### src/sv/xbe_pkg.sv
// ----------------------------------------------------------------------------
// xbe_pkg
// Types, character codes and helper functions shared by the XML byte escaper.
// ----------------------------------------------------------------------------
package xbe_pkg;

    typedef enum logic [2:0] {
        KIND_PASS = 3'd0,
        KIND_AMP  = 3'd1,
        KIND_LT   = 3'd2,
        KIND_GT   = 3'd3,
        KIND_QUOT = 3'd4,
        KIND_APOS = 3'd5,
        KIND_HEX  = 3'd6
    } esc_kind_t;

    typedef logic [2:0] esc_len_t;
    typedef logic [2:0] esc_idx_t;

    typedef struct packed {
        logic [7:0] data;
        esc_kind_t  kind;
        esc_len_t   len;
        logic       eob;
    } esc_entry_t;

    typedef struct packed {
        logic full;
        logic empty;
    } queue_status_t;

    localparam logic [7:0] CH_AMP  = 8'h26;
    localparam logic [7:0] CH_LT   = 8'h3C;
    localparam logic [7:0] CH_GT   = 8'h3E;
    localparam logic [7:0] CH_QUOT = 8'h22;
    localparam logic [7:0] CH_APOS = 8'h27;
    localparam logic [7:0] CH_SEMI = 8'h3B;
    localparam logic [7:0] CH_HASH = 8'h23;

    localparam esc_len_t LEN_PASS  = 3'd1;
    localparam esc_len_t LEN_SHORT = 3'd4;
    localparam esc_len_t LEN_MID   = 3'd5;
    localparam esc_len_t LEN_LONG  = 3'd6;

    function automatic logic [7:0] hex_digit(logic [3:0] nib);
        logic [7:0] res;
        if (nib < 4'd10)
        begin
            res = {4'h3, nib};
        end
        else
        begin
            res = {4'h0, nib} + 8'h37;
        end
        return res;
    endfunction

    function automatic logic [7:0] esc_char(esc_entry_t e, esc_idx_t idx);
        logic [7:0] c;
        c = CH_SEMI;
        case (e.kind)
            KIND_PASS: c = e.data;
            KIND_AMP:
            begin
                case (idx)
                    3'd0: c = CH_AMP;
                    3'd1: c = "a";
                    3'd2: c = "m";
                    3'd3: c = "p";
                    default: c = CH_SEMI;
                endcase
            end
            KIND_LT, KIND_GT:
            begin
                case (idx)
                    3'd0: c = CH_AMP;
                    3'd1: c = (e.kind == KIND_LT) ? "l" : "g";
                    3'd2: c = "t";
                    default: c = CH_SEMI;
                endcase
            end
            KIND_QUOT:
            begin
                case (idx)
                    3'd0: c = CH_AMP;
                    3'd1: c = "q";
                    3'd2: c = "u";
                    3'd3: c = "o";
                    3'd4: c = "t";
                    default: c = CH_SEMI;
                endcase
            end
            KIND_APOS:
            begin
                case (idx)
                    3'd0: c = CH_AMP;
                    3'd1: c = "a";
                    3'd2: c = "p";
                    3'd3: c = "o";
                    3'd4: c = "s";
                    default: c = CH_SEMI;
                endcase
            end
            KIND_HEX:
            begin
                case (idx)
                    3'd0: c = CH_AMP;
                    3'd1: c = CH_HASH;
                    3'd2: c = "x";
                    3'd3: c = (e.len == LEN_LONG) ? hex_digit(e.data[7:4])
                                                  : hex_digit(e.data[3:0]);
                    3'd4: c = (e.len == LEN_LONG) ? hex_digit(e.data[3:0]) : CH_SEMI;
                    default: c = CH_SEMI;
                endcase
            end
            default: c = CH_SEMI;
        endcase
        return c;
    endfunction

endpackage

### src/sv/xbe_front.sv
// ----------------------------------------------------------------------------
// xbe_front
// Accepts raw bytes, classifies them and pushes one entry per byte into the
// queue.
// ----------------------------------------------------------------------------
module xbe_front
(
    input  logic                  in_valid,
    output logic                  in_stall,
    input  logic [7:0]            byte_in,
    input  logic                  end_of_buffer,
    input  xbe_pkg::queue_status_t q_status,
    output logic                  push,
    output xbe_pkg::esc_entry_t   entry
);
    import xbe_pkg::*;

    esc_kind_t kind;
    esc_len_t  len;

    always_comb
    begin
        kind = KIND_PASS;
        len  = LEN_PASS;
        case (byte_in) inside
            CH_AMP:
            begin
                kind = KIND_AMP;
                len  = LEN_MID;
            end
            CH_LT:
            begin
                kind = KIND_LT;
                len  = LEN_SHORT;
            end
            CH_GT:
            begin
                kind = KIND_GT;
                len  = LEN_SHORT;
            end
            CH_QUOT:
            begin
                kind = KIND_QUOT;
                len  = LEN_LONG;
            end
            CH_APOS:
            begin
                kind = KIND_APOS;
                len  = LEN_LONG;
            end
            [8'h00:8'h0F]:
            begin
                kind = KIND_HEX;
                len  = LEN_MID;
            end
            [8'h10:8'h1F], [8'h7F:8'hFF]:
            begin
                kind = KIND_HEX;
                len  = LEN_LONG;
            end
            default:
            begin
                kind = KIND_PASS;
                len  = LEN_PASS;
            end
        endcase
    end

    assign in_stall   = q_status.full;
    assign push       = in_valid && !q_status.full;
    assign entry.data = byte_in;
    assign entry.kind = kind;
    assign entry.len  = len;
    assign entry.eob  = end_of_buffer;

endmodule

### src/sv/xbe_queue.sv
// ----------------------------------------------------------------------------
// xbe_queue
// Short register queue of classified entries between front and back.
// ----------------------------------------------------------------------------
module xbe_queue
#(
    parameter int DEPTH = 2
)
(
    input  logic                   clk,
    input  logic                   rst_n,
    input  logic                   push,
    input  xbe_pkg::esc_entry_t    wr_entry,
    input  logic                   pop,
    output xbe_pkg::esc_entry_t    rd_entry,
    output xbe_pkg::queue_status_t status
);
    import xbe_pkg::*;

    localparam int PTR_W = (DEPTH > 1) ? $clog2(DEPTH) : 1;
    localparam int CNT_W = $clog2(DEPTH + 1);

    esc_entry_t       mem_reg [DEPTH];
    logic [PTR_W-1:0] wr_ptr_reg, wr_ptr_next;
    logic [PTR_W-1:0] rd_ptr_reg, rd_ptr_next;
    logic [CNT_W-1:0] count_reg, count_next;

    always_comb
    begin
        wr_ptr_next = wr_ptr_reg;
        rd_ptr_next = rd_ptr_reg;
        count_next  = count_reg;
        if (push)
        begin
            wr_ptr_next = (wr_ptr_reg == PTR_W'(DEPTH - 1)) ? '0 : wr_ptr_reg + 1'b1;
        end
        if (pop)
        begin
            rd_ptr_next = (rd_ptr_reg == PTR_W'(DEPTH - 1)) ? '0 : rd_ptr_reg + 1'b1;
        end
        case ({push, pop})
            2'b10:   count_next = count_reg + 1'b1;
            2'b01:   count_next = count_reg - 1'b1;
            default: count_next = count_reg;
        endcase
    end

    always_ff @(posedge clk or negedge rst_n)
    begin
        if (!rst_n)
        begin
            wr_ptr_reg <= '0;
            rd_ptr_reg <= '0;
            count_reg  <= '0;
        end
        else
        begin
            wr_ptr_reg <= wr_ptr_next;
            rd_ptr_reg <= rd_ptr_next;
            count_reg  <= count_next;
        end
    end

    always_ff @(posedge clk)
    begin
        if (push)
        begin
            mem_reg[wr_ptr_reg] <= wr_entry;
        end
    end

    assign rd_entry     = mem_reg[rd_ptr_reg];
    assign status.full  = (count_reg == CNT_W'(DEPTH));
    assign status.empty = (count_reg == '0);

endmodule

### src/sv/xbe_back.sv
// ----------------------------------------------------------------------------
// xbe_back
// Expands the head entry into its escaped characters, one per cycle unless
// the output stalls or the queue is empty, into an output register.
// ----------------------------------------------------------------------------
module xbe_back
(
    input  logic                   clk,
    input  logic                   rst_n,
    input  xbe_pkg::esc_entry_t    head,
    input  xbe_pkg::queue_status_t q_status,
    output logic                   pop,
    output logic                   out_valid,
    input  logic                   out_stall,
    output logic [7:0]             out_byte,
    output logic                   last_of_run,
    output logic                   end_of_buffer_out
);
    import xbe_pkg::*;

    esc_idx_t   idx_reg, idx_next;
    logic       valid_reg, valid_next;
    logic [7:0] byte_reg;
    logic       last_reg, eob_reg;
    logic       out_free;
    logic       emit;
    logic       is_last;

    assign out_free = !valid_reg || !out_stall;
    assign emit     = out_free && !q_status.empty;
    assign is_last  = (idx_reg == head.len - 3'd1);
    assign pop      = emit && is_last;

    always_comb
    begin
        idx_next   = idx_reg;
        valid_next = valid_reg;
        if (emit)
        begin
            valid_next = 1'b1;
            idx_next   = is_last ? '0 : idx_reg + 3'd1;
        end
        else if (out_free)
        begin
            valid_next = 1'b0;
        end
    end

    always_ff @(posedge clk or negedge rst_n)
    begin
        if (!rst_n)
        begin
            idx_reg   <= '0;
            valid_reg <= 1'b0;
        end
        else
        begin
            idx_reg   <= idx_next;
            valid_reg <= valid_next;
        end
    end

    always_ff @(posedge clk)
    begin
        if (emit)
        begin
            byte_reg <= esc_char(head, idx_reg);
            last_reg <= is_last;
            eob_reg  <= is_last && head.eob;
        end
    end

    assign out_valid         = valid_reg;
    assign out_byte          = byte_reg;
    assign last_of_run       = last_reg;
    assign end_of_buffer_out = eob_reg;

endmodule

### src/sv/xml_byte_escaper.sv
// ----------------------------------------------------------------------------
// xml_byte_escaper
// Escapes a byte stream for XML, one output character per transaction.
// ----------------------------------------------------------------------------
//  channel  handshake            fields
//  in       in_valid/in_stall    byte_in, end_of_buffer
//  out      out_valid/out_stall  out_byte, last_of_run, end_of_buffer_out
//
//  Plain bytes flow at one per cycle while out_stall is low; an escaped byte
//  occupies the back end until every character of its form (4 to 6) is sent.
//  The first result passes through the queue and then the output register.
//  in_stall rises only when the queue of QUEUE_DEPTH entries is full.
//  Reset empties the queue and clears the output valid flag; no clearing pass.
// ----------------------------------------------------------------------------
module xml_byte_escaper
#(
    parameter int QUEUE_DEPTH = 2
)
(
    input  logic       clk,
    input  logic       rst_n,
    input  logic       in_valid,
    output logic       in_stall,
    input  logic [7:0] byte_in,
    input  logic       end_of_buffer,
    output logic       out_valid,
    input  logic       out_stall,
    output logic [7:0] out_byte,
    output logic       last_of_run,
    output logic       end_of_buffer_out
);
    import xbe_pkg::*;

    queue_status_t q_status;
    esc_entry_t    wr_entry;
    esc_entry_t    head;
    logic          push;
    logic          pop;

    xbe_front u_front
    (
        .in_valid      (in_valid),
        .in_stall      (in_stall),
        .byte_in       (byte_in),
        .end_of_buffer (end_of_buffer),
        .q_status      (q_status),
        .push          (push),
        .entry         (wr_entry)
    );

    xbe_queue
    #(
        .DEPTH (QUEUE_DEPTH)
    )
    u_queue
    (
        .clk      (clk),
        .rst_n    (rst_n),
        .push     (push),
        .wr_entry (wr_entry),
        .pop      (pop),
        .rd_entry (head),
        .status   (q_status)
    );

    xbe_back u_back
    (
        .clk               (clk),
        .rst_n             (rst_n),
        .head              (head),
        .q_status          (q_status),
        .pop               (pop),
        .out_valid         (out_valid),
        .out_stall         (out_stall),
        .out_byte          (out_byte),
        .last_of_run       (last_of_run),
        .end_of_buffer_out (end_of_buffer_out)
    );

endmodule

### config.mk
export PLATFORM = sky130hd
export DESIGN_NAME = xml_byte_escaper
export DESIGN_NICKNAME = d
export VERILOG_FILES = /design/src/sv/xbe_pkg.sv /design/src/sv/xbe_front.sv /design/src/sv/xbe_queue.sv /design/src/sv/xbe_back.sv /design/src/sv/xml_byte_escaper.sv
export SDC_FILE = /design/constraint.sdc
export NUM_CORES = 1
export LEC_CHECK = 0
export BUFFER_PORTS_ARGS = -buffer_cell sky130_fd_sc_hd__buf_4
export CAP_MARGIN = 20
export CORE_MARGIN = 3
export CORE_UTILIZATION = 25
export CTS_CLUSTER_SIZE = 24
export DETAILED_ROUTE_END_ITERATION = 6
export SYNTH_ARGS = -nofsm -noshare
export SYNTH_HDL_FRONTEND = slang
export SYNTH_HIERARCHICAL = 1
export SYNTH_SLANG_ARGS = --single-unit
### constraint.sdc
create_clock -name clk -period 2.8 [get_ports clk]
set_clock_uncertainty 0.1 [all_clocks]
set_input_delay 0.14 -clock clk [delete_from_list [all_inputs] [get_ports clk]]
set_output_delay 0.14 -clock clk [all_outputs]
set_load 0.02 [all_outputs]
# [Word-level counts from Yosys, hierarchy flattened]
# Memory sizes are Yosys's and may differ from the RTL's.
# Index checks and enable logic that the tools add are counted.
[totals] mem_bits_ro=0 latchBits=0 reg_bits=18 mem_bits_rw=30 mem_count=1
[memory_table] memory="u_queue.mem_reg" depth=2 word_bits=15 rd=1 rd_ports_with_merged_regs=0 write_ports=1 line="xbe_queue.sv:23" source="esc_entry_t mem_reg [DEPTH];"
[op_classes] div_mod_pow=0 n_mul=0 n_eq_ne=20 n_reduce_logical=19 shifts=0 addsub=8 magnitude_cmp=8 bitwise=0 mux=33
[ops] operator="$pmux 7 s5" n=2
[ops] operator="$pmux 8 s6" n=1
[ops] operator="$mux 3" n=15
[ops] operator="$eq 8x6->1 const B" n=5
[ops] operator="$pmux 8 s5" n=1
[ops] operator="$mux 8" n=4
[ops] operator="$pmux 7 s4" n=1
[ops] operator="$pmux 8 s3" n=1
[ops] operator="$eq 3x3->1 const B" n=5
[ops] operator="$add 4x6->7 const B" n=2
[ops] operator="$eq 3x2->1 const B" n=4
[ops] operator="$ge 8x1->1 const B" n=1
[ops] operator="$ge 8x5->1 const B" n=1
[ops] operator="$ge 8x7->1 const B" n=1
[ops] operator="$le 8x4->1 const B" n=1
[ops] operator="$le 8x5->1 const B" n=1
[ops] operator="$le 8x8->1 const B" n=1
[ops] operator="$lt 4x4->1 const B" n=2
[ops] operator="$logic_and 1x1->1" n=7
[ops] operator="$eq 3x1->1 const B" n=2
[ops] operator="$logic_not 3->1" n=2
[ops] operator="$mux 1" n=6
[ops] operator="$eq 2x2->1 const B" n=2
[ops] operator="$logic_not 1->1" n=4
[ops] operator="other kinds (13)" n=16

# [Logic depth before layout (Yosys ltp)]
# Gate-level depths: netlist (run 1).
[depth] ltp_word=10 mapped_depth=12

# [By module]
# The synthesis (run 1) kept the hierarchy.
[by_module_without_submodules] mod="xbe_back" cells_each=194 n_inst=1 area_per_inst_um2=1490.2
[by_module_without_submodules] mod="xbe_queue" cells_each=63 n_inst=1 area_per_inst_um2=1320.0
[by_module_without_submodules] mod="xbe_front" cells_each=32 n_inst=1 area_per_inst_um2=225.2

# [Worst setup path after synthesis (run 1)]
# OpenSTA, ideal clock, no wires.
[synth_path] path_kind="reg2reg" startpoint="register u_queue.rd_ptr_reg" endpoint="register u_back.byte_reg[3], in the netlist u_back/out_byte[3], data pin" required_ps=2435 stages_incl_launch_ff=12 setup_slack_ps=260 path_buffers=3 t_arrival_ps=2174 cell_sequence="dfrtp_1 > buf_6 > buf_12 > mux2_4 > inv_1 > ha_1 > and2_1 > buf_2 > o32ai_1 > a211oi_1 > o211ai_1 > or3_1"
[synth_lines] element="start, declared" line="xbe_queue.sv:25" source="logic [PTR_W-1:0] rd_ptr_reg, rd_ptr_next;"
[synth_lines] element="start signal, assigned" line="xbe_queue.sv:59" source="rd_ptr_reg <= rd_ptr_next;"
[synth_lines] element="end signal, assigned" line="xbe_back.sv:67" source="byte_reg <= esc_char(head, idx_reg);"
[synth_lines] element="end, declared" line="xbe_back.sv:23" source="logic [7:0] byte_reg;"

==> results.md, run 1 <==
* Final setup viols at 0
* CTS tree: built
* DR pass1 iterations at 5
* Die width at 116.2 um
* Row count at 39
* Vias in the first global route at 2,266
* H-tree depth at 2
* EDFF count, synth at 40
* Diodes inserted at 0
* Final #Nets at 346
* Worst reg2reg setup slack at 0.20 ns
* Worst reg2reg path depth at 7
* Overall power at 4.132 mW
* Pins over their slew limit at 0
* Mean Syn Cell Area at 10.50 um2
* Area leader, netlist: edfxtp_1
* Post-synthesis async set-or-reset flop share at 0.1667
* Predominant post-synthesis flop cell: edfxtp_1
* Area after DPL at 3338 um2
* Crit path DAT at 2.54 ns
* Slew HR at 0.5324
* Sequential cell area at 1401 um2
* Worst Tran Pin Value at 0.7015 ns
* Final WL at 6887 um
* Final setup TNS at 0 ns
* Commonest cells in the netlist: 40 x edfxtp_1, 25 x nand2_1, 20 x nor2_1, 16 x a21oi_1, 16 x inv_1
* Synth Warn # at 6
* Most common cell in the netlist: edfxtp_1
* GP Congestion at 0.8958
* PwrDens at 1139 nW/um2
* Starting Density at 0.2603
* Final-layout fill cell count at 1,182
* DRC Markers at 0
* Final-report hold violation count at 0
* Max stage delay on crit path at 0.48 ns
* Crit-path slowest cell: mux2_2
* Fmax at 384.6 MHz
* Netlist cell types at 58
* Nature of the critical path startpoint: register
* Antenna violations before repair at 0
* Cell chain of the critical path: buf_4 > mux2_2 > inv_1 > nand2_1 > o211ai_1 > o211ai_1 > or3_1
* Critical R2R Launch: u_queue/rd_ptr_reg$_DFFE_PN0P_
* Drt via density at 5.045
* Port bufs at 24
* Pin count of the biggest net entering global routing at 18
* CTS Buffer Depth at 2
* IO Pins at 25
* Number of clock sinks at 48
* Synth Instances at 289
* HPWL after DPL at 5064 um
* Synth Cell Area at 3035 um2
* DR iter-0 viols at 126
* Area grow syn2layout at 19.46%
* Synth top area share at 0.3957
* RSZ-0062 raised after global routing: false
* Core area at 11,660 um2
* Main area contributors after synthesis: edfxtp_1 40%, dfrtp_1 6.6%, ha_1 4.5%
* Crit-path max FO at 12
* Crit. End Element: register
* Global-route usage over all layers at 0.1085
* First-pass GRT wire length at 11,580 um
* CP required at 2.74 ns
* WL/cell at 14.78 um
* Post-CTS Setup Bufs at 0
* Clk slew on worst S/H paths at 0.07 ns
* TritonCTS buffer count at 5
* Max reg flops at 30
* Max Cap Viol at 0
* Grt ovf at 0
* Worst min path class: in2async
* Synth Register Bits at 48
* Die Footprint at 13,500 um2
* Design Area, Final at 3626 um2
* Reg-to-Reg End: u_back/out_byte[3]$_DFFE_PP_
* Critical Path Most Common Cell: o211ai_1
* Seq/Total Area, Yosys at 0.4617
* Share of cells above drive strength 1 at 0.2105
* Period utilization at 0.9286
* Die Y at 116.2 um
* Status: finished, final reports clean
* Final Critical Period at 2.600 ns
* Crit Path Class: reg2reg
* Clk_lat worst skew at 0.29 ns
* Root Buffer Master: clkbuf_16
* Vias at 2,351
* Worst-case vdd ir drop at 291.8 uV
* Multi-input logic area at 1423 um2
* Leakage at 1.387 nW
* Post-Syn Nets at 313
* Remaining antenna violation count at 0
==> per-stage QoR <==
| step | cells | worst slack [ns] | utilization | hold slack [ns] |
|---|---|---|---|---|
| floorplan | 289 | 0.2603 | - | -0.2556 |
| global placement | 447 | 0.1505 | 0.2862 | -0.1366 |
| detailed placement | 447 | 0.1342 | 0.2862 | -0.1326 |
| CTS | 466 | 0.1435 | 0.3104 | 0.09587 |
| global route | 466 | 0.005257 | 0.3109 | 0.1343 |
| finish | 466 | 0.1998 | 0.3109 | 0.1132 |
==> final cells by class <==
type	count	area share
Multi-Input combinational cell	202	0.3923
Sequential cell	48	0.3865
Clock inverter	3	0.01277
Timing Repair Buffer	48	0.1070
Clock buffer	5	0.03451
Tap cell	143	0.04934
Inverter	17	0.01760
==> timing repair <==
action | 4_1_cts | 5_1_grt
gates resized for setup | 0 | 1
endpoints found under the hold margin | 27 | 0
hold buffers | 11 | 0
setup endpoints to repair | 0 | 1
==> cell usage in the layout, fill, tap and decap left out, types with 3 or more instances in the layout <==
cell            n
edfxtp_1       40
buf_4          37
nand2_1        25
nor2_1         20
inv_1          16
a21oi_1        16
o21ai_0        12
dlygate4sd3_1  11
ha_1           11
nor3_1          9
mux2_4          9
nor2b_1         8
xnor2_1         8
dfrtp_1         8
mux2_2          7
or3_1           6
clkbuf_16       5
nand3_1         5
o211ai_1        4
and2_1          4
nand2b_1        4
o22ai_1         4
a31oi_1         3
o21bai_1        3
a211oi_1        3
xor2_1          3
==> worst max-delay path by stage <==
stage / slack, ns / startpoint / endpoint
after floorplan: 0.26 / u_queue/rd_ptr_reg$_DFFE_PN0P_ / u_back/out_byte[3]$_DFFE_PP_
after detailed placement: 0.13 / u_queue/rd_ptr_reg$_DFFE_PN0P_ / u_queue/count_reg[1]$_DFFE_PN0P_
after global routing: 0.005 / u_queue/rd_ptr_reg$_DFFE_PN0P_ / u_back/out_byte[6]$_DFFE_PP_
final: 0.20 / u_queue/rd_ptr_reg$_DFFE_PN0P_ / u_back/out_byte[3]$_DFFE_PP_
after CTS: 0.14 / u_queue/rd_ptr_reg$_DFFE_PN0P_ / u_queue/count_reg[1]$_DFFE_PN0P_
after global placement: 0.15 / u_queue/rd_ptr_reg$_DFFE_PN0P_ / u_back/out_byte[4]$_DFFE_PP_
==> logic make-up (layout without fill, tap and decap cells) <==
logic type      Yosys count  after routing  share of synthesized area
compound gates           68             68                     0.1513
xor+xnor                 11             11                    0.03174
fa+ha+maj                11             11                    0.04534
buf+inv                  39             73                    0.07172
flops                    48             48                     0.4617
mux                      16             16                    0.07049
simple gates             96             96                     0.1678
==> report_power, final <==
part / internal (mW) / switching, mW
combinational: 0.941 / 1.31
sequential: 1.07 / 0.114
clock: 0.425 / 0.271
==> layer usage <==
metal / part of all wire / GRT usage
met1: 0.46 / 0.1443
met2: 0.46 / 0.1695
met3: 0.058 / 0.02539
met4: 0.020 / 0.04640
met5: 0 / 0
==> critical path, delay by kind of cell (launching register included) <==
family | cells | cell delay, ns
mux | 1 | 0.48
simple gates | 2 | 0.52
compound gates | 2 | 0.26
flops | 1 | 0.46
buf+inv | 2 | 0.53
(Power assumes the default switching activity.)
==> inputs of run 2 (changes only) <==
--- a/config.mk
+++ b/config.mk
@@ -13,5 +13,4 @@
 export DETAILED_ROUTE_END_ITERATION = 6
 export SYNTH_ARGS = -nofsm -noshare
 export SYNTH_HDL_FRONTEND = slang
-export SYNTH_HIERARCHICAL = 1
 export SYNTH_SLANG_ARGS = --single-unit
==> run 2 against run 1 <==
  * Global-route usage rose by 0.51 points
  * Cell count fell by 1.3%
  * Combinational power rose by 2%
  * Sequential cell count did not move
  * Die area fell by 2.6%
  * Utilization rose by 0.69 points
  * Hold slack got worse by 0.019 ns
  * Critical endpoint is now u_queue.count_reg[1]$_DFFE_PN0P_
  * Largest cell class unchanged
==> results.md, run 2 <==
* # resized after CTS at 0
* Worst reg2reg setup slack at 0.29 ns
* Max reg flops at 30
* Crit path DAT at 2.63 ns
* CTS tree: built
* TritonCTS buffer count at 5
* Crit Path Class: reg2reg
* GP Congestion at 0.9142
* Mean Syn Cell Area at 11.02 um2
* Area leader, netlist: edfxtp_1
* Worst-case vdd ir drop at 419.3 uV
* Vias at 2,322
* Predominant post-synthesis flop cell: edfxtp_1
* Final std cells w/o fill at 460
* Cell chain of the critical path: mux2i_1 > ha_1 > xor2_1 > xnor2_1 > nor3_2 > and2_2 > ha_1 > nor2_1 > xor2_1
* Port bufs at 24
* Placed cell count at 441
* Synth Warn # at 0
* Commonest cells after routing, fill and taps aside: 40 x edfxtp_1, 36 x buf_4, 22 x nand2_1
* Clk slew on worst S/H paths at 0.07 ns
* Synth Cell Area at 2953 um2
* H-tree depth at 2
* Period utilization at 0.8976
* Final setup viols at 0
* Seq/Total Area, Yosys at 0.4746
* Cell family with most CP delay: adder cells
* Share of cells above drive strength 1 at 0.2050
* DR iter-0 viols at 102
* Commonest non-fill, non-tap cell in the layout: edfxtp_1
* Die Footprint at 13,150 um2
* Pins over their slew limit at 0
* Final setup TNS at 0 ns
* IO Pins at 25
* Netlist cell types at 65
* Final-layout fill cell count at 1,170
* Die width at 114.7 um
* Main area contributors after synthesis: edfxtp_1 41%, dfrtp_1 6.8%, ha_1 4.2%
* Commonest cells in the netlist: 40 x edfxtp_1, 22 x nand2_1, 17 x nor2_1, 16 x a21oi_1, 16 x o21ai_0
* Pin count of the biggest net entering global routing at 27
* Worst path bufs/invs at 0
* Post-CTS Setup Bufs at 0
* Pre-CTS setup slack at 0.2621 ns
* CTS Hold Buffers Added at 11
* HPWL after DPL at 5433 um
* Clk_lat worst skew at 0.29 ns
* Leakage at 1.372 nW
* Synth Register Bits at 48
* Crit-path max FO at 4
* RSZ-0062 raised after global routing: false
* Most common cell in the netlist: edfxtp_1
* Worst Tran Pin Value at 0.7374 ns
* Final WL at 7186 um
* WL/cell at 15.62 um
* CP required at 2.91 ns
* Nature of the critical path startpoint: register
* Final Critical Period at 2.513 ns
* Drt via density at 5.048
* Final-report hold violation count at 0
* DR pass1 iterations at 4
* CTS Buffer Depth at 2
* Row count at 39
* Post-synthesis async set-or-reset flop share at 0.1667
* Overall power at 4.225 mW
* Post-route setup slack at 0.2867 ns
* Diodes inserted at 0
* Max stage delay on crit path at 0.50 ns
* Vias in the first global route at 2,256
* Synth top area share at 0.4068
* Number of clock sinks at 48
* Die Y at 114.7 um
* Worst min path class: in2reg
* Final #Nets at 339
* DRC Markers at 0
* Crit-path slowest cell: dfrtp_1
* Status: finished, final reports clean
* Root Buffer Master: clkbuf_16
* Slew HR at 0.5084
* First-pass GRT wire length at 11,760 um
* Starting Density at 0.2575
* Fmax at 397.9 MHz
* Global-route usage over all layers at 0.1136
* Post-Syn Nets at 291
* Area grow syn2layout at 23.43%
* WHS at 0.09424 ns
* Remaining antenna violation count at 0
* Max Cap Viol at 0
* EDFF count, synth at 40
* Antenna violations before repair at 0
* Core area at 11,470 um2
* Crit. End Element: register
* PwrDens at 1159 nW/um2
* Grt ovf at 0
* Synth Instances at 268
==> run 2: changes by cell type after synthesis, sizes merged, moves of 4 or more <==
cell and delta:
o21ai +10, buf -13, inv -9, mux2i +14, a22oi +4, mux2 -12
==> run 2: final timing paths <==
check / end / depth (start not counted) / startpoint
max in group asynchronous: u_back.idx_reg[1]$_DFFE_PN0P_ / 2 / rst_n
hold reg to reg: u_queue.wr_ptr_reg$_DFFE_PN0P_ / 1 / u_queue.wr_ptr_reg$_DFFE_PN0P_
setup reg to reg: u_queue.count_reg[1]$_DFFE_PN0P_ / 9 / u_queue.rd_ptr_reg$_DFFE_PN0P_
setup / recovery: u_queue.count_reg[1]$_DFFE_PN0P_ / 9 / u_queue.rd_ptr_reg$_DFFE_PN0P_
min in group asynchronous: u_queue.count_reg[1]$_DFFE_PN0P_ / 2 / rst_n
hold / removal: u_queue.wr_ptr_reg$_DFFE_PN0P_ / 3 / in_valid
==> run 2: power by group <==
group          switching, mW  leakage (nW)  internal, mW
logic                   1.35         0.817         0.941
clock network          0.282        0.0863         0.431
registers              0.139         0.468          1.08
total                   1.77          1.37          2.45
==> run 2: layer usage <==
metal / share of wire / GRT usage
met5: 0 / 0
met4: 0.028 / 0.04909
met3: 0.045 / 0.02061
met2: 0.47 / 0.1789
met1: 0.46 / 0.1525
==> run 2: per-stage QoR <==
stage | cell area [um2] | utilization
3_5_place_dp | 3359 | 0.2930
4_1_cts | 3645 | 0.3178
3_3_place_gp | 3359 | 0.2930
6_report | 3645 | 0.3178
2_1_floorplan | 2953 | -
5_1_grt | 3645 | 0.3178
==> run 2: kinds of logic (layout without fill, tap and decap cells) <==
group | Yosys count | in the layout | synth area share
AO/OA/AOI/OAI | 84 | 84 | 0.1966
multiplexers | 18 | 18 | 0.07500
flip-flops | 48 | 48 | 0.4746
XOR/XNOR | 12 | 12 | 0.03814
adder cells (fa/ha/maj) | 10 | 10 | 0.04237
AND/OR/NAND/NOR | 81 | 81 | 0.1419
buffers and inverters | 15 | 64 | 0.03136
==> run 2: final cells by class <==
class / instances / area [um2] / area share
timing repair buffer: 48 / 400.4 / 0.1099
clock inverter: 3 / 50.05 / 0.01373
sequential: 48 / 1401 / 0.3845
inverter: 8 / 30.03 / 0.008239
multi-input combinational: 205 / 1459 / 0.4003
clock buffer: 5 / 125.1 / 0.03433
tap: 143 / 178.9 / 0.04909
==> run 2: tightest hold or removal path, delay by kind of cell <==
kind | cells | cell delay, ns
xor gates and xnor gates | 1 | 0.08
buffers and inverters | 1 | 0.11
and+or+nand+nor | 1 | 0.10
